**config.mk**
```make
export PLATFORM = sky130hd
export DESIGN_NAME = http_chunk_framer_core
export DESIGN_NICKNAME = d
export VERILOG_FILES = /design/src/hcf_pkg.sv /design/src/hcf_frame_ctl.sv /design/src/hcf_emit.sv /design/src/http_chunk_framer_core.sv
export VERILOG_INCLUDE_DIRS = /design/src /design/src/src
export SDC_FILE = /design/constraint.sdc
export NUM_CORES = 1
export LEC_CHECK = 0
export ABC_AREA = 1
export BUFFER_PORTS_ARGS = -buffer_cell sky130_fd_sc_hd__buf_4
export CAP_MARGIN = 25
export CORE_ASPECT_RATIO = 0.8
export CORE_MARGIN = 4
export CORE_UTILIZATION = 65
export CTS_BUF_LIST = sky130_fd_sc_hd__clkbuf_2 sky130_fd_sc_hd__clkbuf_4 sky130_fd_sc_hd__clkbuf_8
export DETAILED_ROUTE_END_ITERATION = 10
export GPL_ROUTABILITY_DRIVEN = 0
export MAX_ROUTING_LAYER = met4
export PLACE_DENSITY = 0.85
export SLEW_MARGIN = 30
export SYNTH_ARGS = -nofsm -noshare
export SYNTH_HDL_FRONTEND = slang
export SYNTH_HIERARCHICAL = 1
export SYNTH_SLANG_ARGS = --single-unit
```
**constraint.sdc**
```tcl
create_clock -name clk -period 7.9 [get_ports clk]
set_input_delay 0.395 -clock clk [delete_from_list [all_inputs] [get_ports clk]]
set_output_delay 0.395 -clock clk [all_outputs]
set_load 0.02 [all_outputs]
```
**src/assert_macros.svh**
```systemverilog
// assertion macros for the rtl of the chunk framer, included only by hcf_emit
`ifndef ASSERT_MACROS_SVH
`define ASSERT_MACROS_SVH
`ifndef SYNTHESIS
// property checked on every rising edge outside of reset
`define HCF_ASSERT(label, clk, rst_n, prop) \
	label: assert property (@(posedge clk) disable iff (!rst_n) (prop)) \
		else $error("hcf assertion failed");
// same-cycle implication checked outside of reset
`define HCF_ASSERT_IMPL(label, clk, rst_n, ante, cons) \
	label: assert property (@(posedge clk) disable iff (!rst_n) (ante) |-> (cons)) \
		else $error("hcf implication failed");
`else
`define HCF_ASSERT(label, clk, rst_n, prop)
`define HCF_ASSERT_IMPL(label, clk, rst_n, ante, cons)
`endif
`endif

```
**src/hcf_pkg.sv**
```systemverilog
// types, codes and helpers of the chunk framer
`default_nettype none
package hcf_pkg;

	localparam int MaxBurst = 6;
	localparam int BurstCntW = 3;
	localparam int CfgIdxW = 1;
	localparam int CfgDataW = 17;

	localparam logic [0:0] CMD_START = 1'b0;
	localparam logic [0:0] CMD_DATA = 1'b1;

	localparam logic [1:0] STATUS_OK = 2'd0;
	localparam logic [1:0] STATUS_NO_ROOM = 2'd1;
	localparam logic [1:0] STATUS_SEQ_ERR = 2'd2;

	localparam logic [CfgIdxW-1:0] REG_OUT_CAPACITY = 1'd0;
	localparam logic [CfgIdxW-1:0] REG_HEX_UPPER = 1'd1;

	localparam logic [16:0] CAPACITY_RESET = 17'd65543;
	localparam logic HEX_UPPER_RESET = 1'b1;

	localparam logic [7:0] CH_CR = 8'h0d;
	localparam logic [7:0] CH_LF = 8'h0a;
	localparam logic [7:0] CH_ZERO = 8'h30;
	localparam logic [7:0] CH_UPPER_A = 8'h41;
	localparam logic [7:0] CH_LOWER_A = 8'h61;
	localparam logic [16:0] TRAILER_BYTES = 17'd4;

	// one result beat
	typedef struct packed {
		logic [7:0] data;
		logic       valid;
		logic [1:0] status;
		logic       last;
	} result_t;

	// all results caused by one input beat
	typedef struct packed {
		result_t [MaxBurst-1:0] slot;
		logic [BurstCntW-1:0]   count;
	} burst_t;

	function automatic logic [7:0] hex_char(input logic [3:0] nib, input logic upper);
		logic [7:0] base;
		base = upper ? CH_UPPER_A : CH_LOWER_A;
		if (nib < 4'd10) begin
			hex_char = CH_ZERO + {4'd0, nib};
		end else begin
			hex_char = base + {4'd0, nib - 4'd10};
		end
	endfunction

endpackage
`default_nettype wire

```
**src/hcf_frame_ctl.sv**
```systemverilog
// chunk state, configuration registers and per-beat result builder
`default_nettype none
module hcf_frame_ctl (
	input  wire logic                         clk,
	input  wire logic                         arst_n,
	input  wire logic                         cfg_we,
	input  wire logic [hcf_pkg::CfgIdxW-1:0]  cfg_index,
	input  wire logic [hcf_pkg::CfgDataW-1:0] cfg_wdata,
	input  wire logic                         item_fire,
	input  wire logic                         command,
	input  wire logic [15:0]                  chunk_length,
	input  wire logic [7:0]                   data_byte,
	output hcf_pkg::burst_t                   burst
);

	logic [16:0] capacity_q;
	logic        hex_upper_q;
	logic [15:0] remaining_q;
	logic        open_q;

	logic [2:0]  digits;
	logic [15:0] shifted;
	logic [16:0] framed;
	logic        too_large;

	// configuration writes
	always_ff @(posedge clk or negedge arst_n) begin
		if (!arst_n) begin
			capacity_q <= hcf_pkg::CAPACITY_RESET;
			hex_upper_q <= hcf_pkg::HEX_UPPER_RESET;
		end else if (cfg_we) begin
			case (cfg_index)
				hcf_pkg::REG_OUT_CAPACITY: capacity_q <= cfg_wdata;
				hcf_pkg::REG_HEX_UPPER:    hex_upper_q <= cfg_wdata[0];
				default: ;
			endcase
		end
	end

	// hex digit count and framed size check
	always_comb begin
		if (chunk_length[15:12] != 4'd0) begin
			digits = 3'd4;
		end else if (chunk_length[11:8] != 4'd0) begin
			digits = 3'd3;
		end else if (chunk_length[7:4] != 4'd0) begin
			digits = 3'd2;
		end else begin
			digits = 3'd1;
		end
		shifted = chunk_length << {3'd4 - digits, 2'b00};
		framed = {1'b0, chunk_length} + hcf_pkg::TRAILER_BYTES + {14'd0, digits};
		too_large = framed > capacity_q;
	end

	// results for the beat at the input
	always_comb begin
		burst = '0;
		if (command == hcf_pkg::CMD_START) begin
			if (open_q) begin
				burst.slot[0].status = hcf_pkg::STATUS_SEQ_ERR;
				burst.count = 3'd1;
			end else if (too_large) begin
				burst.slot[0].status = hcf_pkg::STATUS_NO_ROOM;
				burst.count = 3'd1;
			end else begin
				for (int k = 0; k < 4; k++) begin
					if (3'(k) < digits) begin
						burst.slot[k].data = hcf_pkg::hex_char(shifted[15-4*k -: 4], hex_upper_q);
						burst.slot[k].valid = 1'b1;
					end
				end
				burst.slot[digits].data = hcf_pkg::CH_CR;
				burst.slot[digits].valid = 1'b1;
				burst.slot[digits + 3'd1].data = hcf_pkg::CH_LF;
				burst.slot[digits + 3'd1].valid = 1'b1;
				burst.count = digits + 3'd2;
				// empty chunk closes right away
				if (chunk_length == 16'd0) begin
					burst.slot[3].data = hcf_pkg::CH_CR;
					burst.slot[3].valid = 1'b1;
					burst.slot[4].data = hcf_pkg::CH_LF;
					burst.slot[4].valid = 1'b1;
					burst.count = 3'd5;
				end
			end
		end else begin
			if (!open_q) begin
				burst.slot[0].status = hcf_pkg::STATUS_SEQ_ERR;
				burst.count = 3'd1;
			end else begin
				burst.slot[0].data = data_byte;
				burst.slot[0].valid = 1'b1;
				burst.count = 3'd1;
				// final payload byte gets the trailer
				if (remaining_q == 16'd1) begin
					burst.slot[1].data = hcf_pkg::CH_CR;
					burst.slot[1].valid = 1'b1;
					burst.slot[2].data = hcf_pkg::CH_LF;
					burst.slot[2].valid = 1'b1;
					burst.count = 3'd3;
				end
			end
		end
		burst.slot[burst.count - 3'd1].last = 1'b1;
	end

	// chunk state update
	always_ff @(posedge clk or negedge arst_n) begin
		if (!arst_n) begin
			remaining_q <= '0;
			open_q <= 1'b0;
		end else if (item_fire) begin
			if (command == hcf_pkg::CMD_START) begin
				if (!open_q && !too_large && chunk_length != 16'd0) begin
					open_q <= 1'b1;
					remaining_q <= chunk_length;
				end
			end else if (open_q) begin
				remaining_q <= remaining_q - 16'd1;
				if (remaining_q == 16'd1) begin
					open_q <= 1'b0;
				end
			end
		end
	end

endmodule
`default_nettype wire

```
**src/hcf_emit.sv**
```systemverilog
// result register that plays out one burst a beat at a time
`default_nettype none
`include "assert_macros.svh"
module hcf_emit (
	input  wire logic            clk,
	input  wire logic            arst_n,
	input  wire logic            load,
	input  wire hcf_pkg::burst_t burst,
	output logic                 room,
	output logic                 m_tvalid,
	input  wire logic            m_tready,
	output logic [7:0]           m_tdata,
	output logic [2:0]           m_tuser,
	output logic                 m_tlast
);

	hcf_pkg::result_t [hcf_pkg::MaxBurst-1:0] slot_q;
	logic [hcf_pkg::BurstCntW-1:0] cnt_q;
	logic [hcf_pkg::BurstCntW-1:0] rd_q;
	hcf_pkg::result_t cur;
	logic fire;

	assign cur = slot_q[rd_q];
	assign m_tvalid = cnt_q != '0;
	assign fire = m_tvalid && m_tready;
	// free when empty or when the final beat leaves now
	assign room = (cnt_q == '0) || (cnt_q == 3'd1 && m_tready);

	assign m_tdata = cur.data;
	assign m_tuser = {cur.status, cur.valid};
	assign m_tlast = cur.last;

	// burst payload
	always_ff @(posedge clk) begin
		if (load) begin
			slot_q <= burst.slot;
		end
	end

	// read pointer and beats left
	always_ff @(posedge clk or negedge arst_n) begin
		if (!arst_n) begin
			cnt_q <= '0;
			rd_q <= '0;
		end else if (load) begin
			cnt_q <= burst.count;
			rd_q <= '0;
		end else if (fire) begin
			cnt_q <= cnt_q - 3'd1;
			rd_q <= rd_q + 3'd1;
		end
	end

	`HCF_ASSERT_IMPL(a_load_only_when_free, clk, arst_n, load, cnt_q == '0 || (cnt_q == 3'd1 && fire))
	`HCF_ASSERT_IMPL(a_last_on_final, clk, arst_n, m_tvalid && cnt_q == 3'd1, m_tlast)
	`HCF_ASSERT_IMPL(a_no_early_last, clk, arst_n, m_tvalid && cnt_q > 3'd1, !m_tlast)
	`HCF_ASSERT(a_cnt_bound, clk, arst_n, {1'b0, cnt_q} + {1'b0, rd_q} <= 4'(hcf_pkg::MaxBurst))

endmodule
`default_nettype wire

```
**src/http_chunk_framer_core.sv**
```systemverilog
// top level of the http chunk framer
//
// channel  dir  tdata (low bit up)            tuser (low bit up)          tlast
// s_*      in   chunk_length[15:0], data_byte command                     -
// m_*      out  out_byte                      byte_valid, status[1:0]     last
// cfg_*    in   write enable, index, data (17 bits), no read-back
//
// one input beat is taken per cycle while each beat yields one result (payload mid-chunk)
// a beat yielding n results (n up to 6) holds the input while the burst register plays them out
// the next beat is taken in the cycle the final result of the previous one leaves
// m_tready low stalls the burst register and with it the input
// arst_n clears chunk state and loads register reset values
`default_nettype none
module http_chunk_framer_core (
	input  wire logic                         clk,
	input  wire logic                         arst_n,
	input  wire logic                         s_tvalid,
	output logic                              s_tready,
	input  wire logic [23:0]                  s_tdata,  // chunk_length, data_byte
	input  wire logic                         s_tuser,  // command
	output logic                              m_tvalid,
	input  wire logic                         m_tready,
	output logic [7:0]                        m_tdata,  // out_byte
	output logic [2:0]                        m_tuser,  // byte_valid, status
	output logic                              m_tlast,
	input  wire logic                         cfg_we,
	input  wire logic [hcf_pkg::CfgIdxW-1:0]  cfg_index,
	input  wire logic [hcf_pkg::CfgDataW-1:0] cfg_wdata
);

	hcf_pkg::burst_t burst;
	logic room;
	logic item_fire;

	assign s_tready = room;
	assign item_fire = s_tvalid && room;

	// chunk state and result builder
	hcf_frame_ctl u_ctl (
		.clk          (clk),
		.arst_n       (arst_n),
		.cfg_we       (cfg_we),
		.cfg_index    (cfg_index),
		.cfg_wdata    (cfg_wdata),
		.item_fire    (item_fire),
		.command      (s_tuser),
		.chunk_length (s_tdata[15:0]),
		.data_byte    (s_tdata[23:16]),
		.burst        (burst)
	);

	// result register and output sequencing
	hcf_emit u_emit (
		.clk      (clk),
		.arst_n   (arst_n),
		.load     (item_fire),
		.burst    (burst),
		.room     (room),
		.m_tvalid (m_tvalid),
		.m_tready (m_tready),
		.m_tdata  (m_tdata),
		.m_tuser  (m_tuser),
		.m_tlast  (m_tlast)
	);

endmodule
`default_nettype wire

```
==> metrics, run 1 <==
status=finished, final reports clean; Crit Path Class=in -> reg; CTS resizes=0; total grt overflow=0; Main synth FF type=edfxtp_1; CP Buf/Inv Count=6; Detailed Route WL=18.9 mm; WHS Endpoint=u_ctl/hex_upper_q; Seq cells post-synth=113; first-pass GRT wire length=31.7 mm; share of layout cells above drive strength 1=16.2%; Sw Pwr=1080 uW; Worst Hold Launch=cfg_we; vias per std cell=5.42; final hold vios=0; Reg2Reg Setup Slack=4.92 ns; Final Critical Period=5.14 ns; fin crit share=65.0%; async set or reset register ratio after synthesis=36.3%; fmax=0.195 GHz; Die W=133 um; RSZ-0062 raised after global routing=false; Reg2Reg Depth=17; max incr delay on CP=0.40 ns; Flop pwr share=35.3%; Worst-Skew Late Latency=0.43 ns; EDFF count, synth=72; fillers=942; Die Y-Extent=108 um; Remaining DRCs=0; crit end category=register; Final #Nets=1193; clock-pin slew on the worst setup and hold paths=0.07 ns; starting density of the core=66.6%; hold_ws=0.137 ns; Max-cap violations=0; IO Pins=62; combinational share of power=43.8%; Inserted Clock Buffers=17; Max H-tree Level=4; worst hold path depth=2; Cell Int Power=1520 uW; total negative slack=0 ns; CP arrival=5.31 ns; placed insts=1251; antenna violations before repair=0; yosys warns=6; Clock power frac=20.9%; antenna cells=0; Num Clock Sinks=113; worst-case clock buffer depth=2; vias in the first global route=6565; Power Dens Cells=291 nW/um2; Routed wire per std cell=14.7 um; Slew @ Worst Pin=0.862 ns; post-synthesis cell area=8170 um2; Seq/Total Area, Yosys=39.1%; clock root cell=clkbuf_8; Mapped Cells=1048; die area=14400 um2; Crit-path slowest cell=fa_1; commonest non-fill, non-tap cell in the layout=nand2_1; endpoints failing setup=0; worst vdd ir=0.166 mV; delay-heaviest family, CP=simple AND/OR/NAND/NOR gates; CP Launch Type=input pin; via count=6955; required time worst endpoint=8.07 ns; FF-to-FF Start=u_ctl/capacity_q[16]; Slew HR=42.3%; Worst Clk Skew=0.0138 ns; CP Max Fanout=8; most frequent cells in the layout=255 x nand2_1, 163 x inv_1, 96 x nand3_1; GR Util All Layers=28.3%; 1st-pass router iterations=6; leakage=0.00459 uW; Slew Viols, Final=0; fin cells=1284; Routed Antenna Nets=0; Worst path depth=32; CTS tree=built; area delta synth->final=9.64%; DP HPWL=13.7 mm; Worst Hold Class=in -> reg; drt first-iter violations=659; port bufs=61; Rows=36; Mean Syn Cell Area=7.79 um2; sw frac=41.5%; pin count of the biggest net entering global routing=80; Distinct cells, synth=54; worst reg2reg endpoint=u_emit/slot_q[0]; core area=12300 um2
[synth_stat cells, types with 4 or more instances]
library cell  count  area share (%)
nand2_1         256              12
inv_1           164             7.5
nand3_1          96             5.9
nor2_1           86             4.0
edfxtp_1         72              26
ha_1             44             6.7
o21ai_0          40             2.5
a21oi_1          38             2.3
dfrtp_1          36              11
buf_4            29             2.7
nand2_2          18             1.4
xor2_1           15             1.6
nand4_1          13             1.0
o211ai_1         12             1.1
or2_2            12            0.92
nor3_1           10            0.61
clkbuf_1          9            0.41
nand2_4           9             1.2
buf_2             7            0.43
inv_2             7            0.32
buf_6             5            0.69
dfstp_2           5             1.6
nand3_2           5            0.61
nor2_4            5            0.69
o21ai_1           5            0.31
xnor2_1           5            0.54
a21oi_2           4            0.43
a31oi_1           4            0.31
nor2_2            4            0.31
[area by class of cell]
type                       instances  area [um2]  area share (%)
multi-input combinational        730        4000            44.7
clock buffer                      25         307            3.42
tap                              171         214            2.39
clock inverter                     7        86.3           0.964
timing repair buffer              64         487            5.44
sequential                       113        3190            35.7
inverter                         174         667            7.45
[power groups by stage]
| stage | Clock, uW | Combinational [uW] | Sequential [uW] |
|---|---|---|---|
| final | 544 | 1140 | 919 |
| after global routing | 580 | 1280 | 936 |
| after CTS | 551 | 1130 | 917 |
| after detailed placement | 0 | 1120 | 928 |
| after global placement | 0 | 1090 | 923 |
| after floorplan | 0 | 853 | 901 |
[through the flow]
| step | power, uW | instance area (um2) | worst slack, ns | util [%] |
|---|---|---|---|---|
| floorplan | 1750 | 8250 | 3.06 | - |
| global placement | 2020 | 8540 | 2.61 | 69.7 |
| detailed placement | 2050 | 8540 | 2.41 | 69.7 |
| CTS | 2600 | 8950 | 2.84 | 73.0 |
| global route | 2800 | 8950 | 2.26 | 73.1 |
| finish | 2600 | 8950 | 2.76 | 73.1 |
[metal layers]
metal	share of wire (%)	routed length, um	track usage, %
met1	43	8190	38.0
met2	46	8660	44.0
met3	9.2	1730	5.91
met4	1.4	270	8.00
met5	0	0	-
[sequential cells by signal, summed over array words and instances, names as in the netlist]
signal and count:
u_ctl/capacity_q 17, u_ctl/hex_upper_q 1, u_ctl/open_q 1, u_ctl/remaining_q 16, u_emit/cnt_q 3, u_emit/rd_q 3, u_emit/slot_q 72
[worst max-delay path by stage]
stage | startpoint | slack (ns) | to
final | s_tdata[6] | 2.76 | u_emit/slot_q[0]
after global routing | s_tdata[6] | 2.26 | u_emit/slot_q[0]
after CTS | s_tdata[6] | 2.84 | u_emit/slot_q[0]
after detailed placement | s_tdata[6] | 2.41 | u_emit/slot_q[24]
after global placement | s_tdata[6] | 2.61 | u_emit/slot_q[24]
after floorplan | s_tdata[6] | 3.06 | u_emit/slot_q[0]
[worst reg2reg max path: stages, from the launching register on]
cell,delay (ns)
dfstp_2,0.51
inv_1,0.06
ha_1,0.33
nand2_1,0.08
nor2_1,0.05
nand2_1,0.05
clkinv_1,0.09
nand4_1,0.08
nand3_1,0.10
nand2_2,0.18
nand3_2,0.16
o21ai_0,0.28
inv_1,0.08
ha_1,0.26
inv_1,0.12
nand4_1,0.12
nand3_1,0.12
nor2_1,0.04
[cells by family after synthesis]
| logic type | Yosys count | synth area share [%] |
|---|---|---|
| adders and majority gates | 45 | 6.99 |
| xor gates and xnor gates | 20 | 2.15 |
| and+or+nand+nor | 531 | 30.8 |
| other | 1 | 0.0459 |
| buffers and inverters | 227 | 13.0 |
| DFF | 113 | 39.1 |
| AOI/OAI and AO/OA | 111 | 7.89 |
[what timing repair did]
action	in CTS	in global routing
hold endpoints to repair	36	0
setup buffers	0	0
hold buffers	1	0
Note: power is estimated with default switching activity, not from simulation.
==> run 2, diff against run 1 <==
--- a/config.mk
+++ b/config.mk
@@ -11,12 +11,12 @@
 export CAP_MARGIN = 25
 export CORE_ASPECT_RATIO = 0.8
 export CORE_MARGIN = 4
-export CORE_UTILIZATION = 65
+export CORE_UTILIZATION = 63
 export CTS_BUF_LIST = sky130_fd_sc_hd__clkbuf_2 sky130_fd_sc_hd__clkbuf_4 sky130_fd_sc_hd__clkbuf_8
 export DETAILED_ROUTE_END_ITERATION = 10
 export GPL_ROUTABILITY_DRIVEN = 0
 export MAX_ROUTING_LAYER = met4
-export PLACE_DENSITY = 0.85
+export PLACE_DENSITY = 0.83
 export SLEW_MARGIN = 30
 export SYNTH_ARGS = -nofsm -noshare
 export SYNTH_HDL_FRONTEND = slang
==> constraint.sdc (replaced) <==
create_clock -name clk -period 5.2 [get_ports clk]
set_input_delay 0.26 -clock clk [delete_from_list [all_inputs] [get_ports clk]]
set_output_delay 0.26 -clock clk [all_outputs]
set_load 0.02 [all_outputs]
==> metrics, run 2 (synthesis results as in run 1) <==
DP HPWL=14.0 mm (+2.3%); fmax=0.212 GHz; vias per std cell=5.33 (-1.5%); RSZ-0062 raised after global routing=false; status=finished, final reports clean; die area=14900 um2 (+3.0%); Routed Antenna Nets=0 (unchanged); CTS tree=built; endpoints failing setup=0 (unchanged); Final Critical Period=4.72 ns; Slew @ Worst Pin=0.916 ns (+0.0539 ns); worst hold path depth=3 (+1); Worst Setup SP=s_tdata[9]; Routed wire per std cell=14.7 um (-0.10%); Multi-input gate area=4000 um2 (unchanged); Power Dens Cells=446 nW/um2 (+54%); required time worst endpoint=5.39 ns (-2.68 ns); core area=12400 um2 (+1.5%); Post-CTS Setup Bufs=0 (unchanged); GR Util All Layers=27.8% (-0.47 points); Detailed Route WL=19.0 mm (+0.60%); final hold vios=0 (unchanged); Crit Path Class=in -> reg; Final #Nets=1203 (+0.84%); worst vdd ir=0.313 mV (+88%); Max H-tree Level=4 (unchanged); worst-case clock buffer depth=2 (unchanged); antenna cells=0 (unchanged); Rows=36 (unchanged); antenna violations before repair=0 (unchanged); most frequent cells in the layout=255 x nand2_1, 163 x inv_1, 96 x nand3_1; Inserted Clock Buffers=17 (unchanged); biggest regs=u_emit/slot_q (72), u_ctl/capacity_q (17), u_ctl/remaining_q (16); Final WS setup=0.483 ns (-2.28 ns); total negative slack=0 ns (unchanged); Max-cap violations=0 (unchanged); CP arrival=4.91 ns (-0.40 ns); fin crit share=90.7%; fillers=1001 (+6.3%); number of flip-flops in the largest register=72 (unchanged); Remaining DRCs=0 (unchanged); via count=6896 (-0.85%); delay-heaviest family, CP=simple AND/OR/NAND/NOR gates; Worst Hold Class=in -> reg; total grt overflow=0 (unchanged); max incr delay on CP=0.41 ns (about the same); CP Buf/Inv Count=6 (unchanged); commonest non-fill, non-tap cell in the layout=nand2_1; area delta synth->final=10.8%; Slew Viols, Final=0 (unchanged); share of layout cells above drive strength 1=16.6% (+0.41 points); Num Clock Sinks=113 (unchanged); crit end category=register; Worst Clk Skew=0.0122 ns (-0.00163 ns); Worst path depth=32 (unchanged); 1st-pass router iterations=6 (unchanged); CP Launch Type=input pin; leakage=0.00464 uW (+1.0%); Worst Hold Launch=cfg_wdata[4]; clock-pin slew on the worst setup and hold paths=0.07 ns (about the same); DP Worst Slack=0.0761 ns (-2.33 ns); IO Pins=62 (unchanged); Slew HR=38.7% (-3.6 points); vias in the first global route=6578 (+0.20%); starting density of the core=65.7% (-0.97 points); Die W=135 um (+1.5%); Die Y-Extent=110 um (+1.5%); drt first-iter violations=639 (-3.0%); Largest Register=u_emit/slot_q; port bufs=61 (unchanged); clock root cell=clkbuf_8; Worst-Skew Late Latency=0.43 ns (about the same); first-pass GRT wire length=31.5 mm (-0.52%); CP Max Fanout=7 (-1); Crit-path slowest cell=fa_1; register area=3190 um2 (unchanged); Reg2Reg Depth=17 (unchanged); pin count of the biggest net entering global routing=52 (-35%); FF-to-FF Start=u_ctl/capacity_q[16]
## run 2: changes by cell type in the layout (fill, tap and decap cells not counted), sizes merged
cell         delta
buf             +8
dlygate4sd3     +2
clkbuf          -6
clkinvlp        +1
bufinv          +2
clkinv          +2
## run 2: timing repair
| item | in CTS | in global routing |
|---|---|---|
| hold endpoints to repair | 37 | 0 |
| endpoints found under the setup margin | 0 | 2 |
| hold buffers | 3 | 0 |
| resized for setup | 0 | 1 |
## run 2: final timing paths
check	to	slack [ns]
setup / recovery	u_emit/slot_q[0]	0.48
hold / removal	u_ctl/capacity_q[4]	0.07
setup reg to reg	u_emit/slot_q[0]	2.49
hold reg to reg	u_ctl/capacity_q[1]	0.50
max in group asynchronous	u_ctl/open_q	4.47
min in group asynchronous	u_ctl/capacity_q[8]	0.35
## run 2: report_power, final
group | leakage, uW | internal (uW) | switching, uW
clock network | 0.000214 | 525 | 364
logic | 0.00327 | 590 | 1160
registers | 0.00116 | 1260 | 139
total | 0.00464 | 2380 | 1660
## run 2: layer usage
layer | track usage [%] | vias to the layer above | wire length, um
met5 | - | - | 0
met4 | 8.92 | 0 | 402
met3 | 5.12 | 42 | 1620
met2 | 43.5 | 315 | 8470
met1 | 37.1 | 3104 | 8460
li1 | - | 3435 | -
## run 2: final cells by class
type | instances | area share (%)
inverters | 174 | 7.37
repair buffers | 74 | 6.22
well taps | 171 | 2.36
multi-input cells | 730 | 44.2
clock buffers | 19 | 2.75
flip-flops and latches | 113 | 35.3
clock inverters | 12 | 1.82
## run 2: worst register-to-register path, cell delays in order, from the launching register on
cell and delay, ns:
dfstp_2 0.52, inv_1 0.06, ha_1 0.34, nand2_1 0.08, nor2_1 0.05, nand2_1 0.06
clkinv_1 0.09, nand4_1 0.08, nand3_1 0.09, nand2_2 0.08, nand3_2 0.07, o21ai_1 0.19
inv_1 0.06, ha_1 0.25, inv_1 0.12, nand4_1 0.15, nand3_1 0.13, nor2_1 0.05
## run 2: per-stage QoR
| step | std cells | util [%] | cell area [um2] | total power, uW | hold slack (ns) |
|---|---|---|---|---|---|
| after global placement | 1259 | 69.2 | 8600 | 3080 | 0.279 |
| after CTS | 1293 | 72.8 | 9050 | 4050 | 0.0516 |
| final | 1293 | 72.8 | 9050 | 4040 | 0.0720 |
| after detailed placement | 1259 | 69.2 | 8600 | 3140 | 0.281 |
| after global routing | 1293 | 72.8 | 9050 | 4340 | 0.0557 |
| after floorplan | 1070 | - | 8250 | 2670 | -0.0356 |
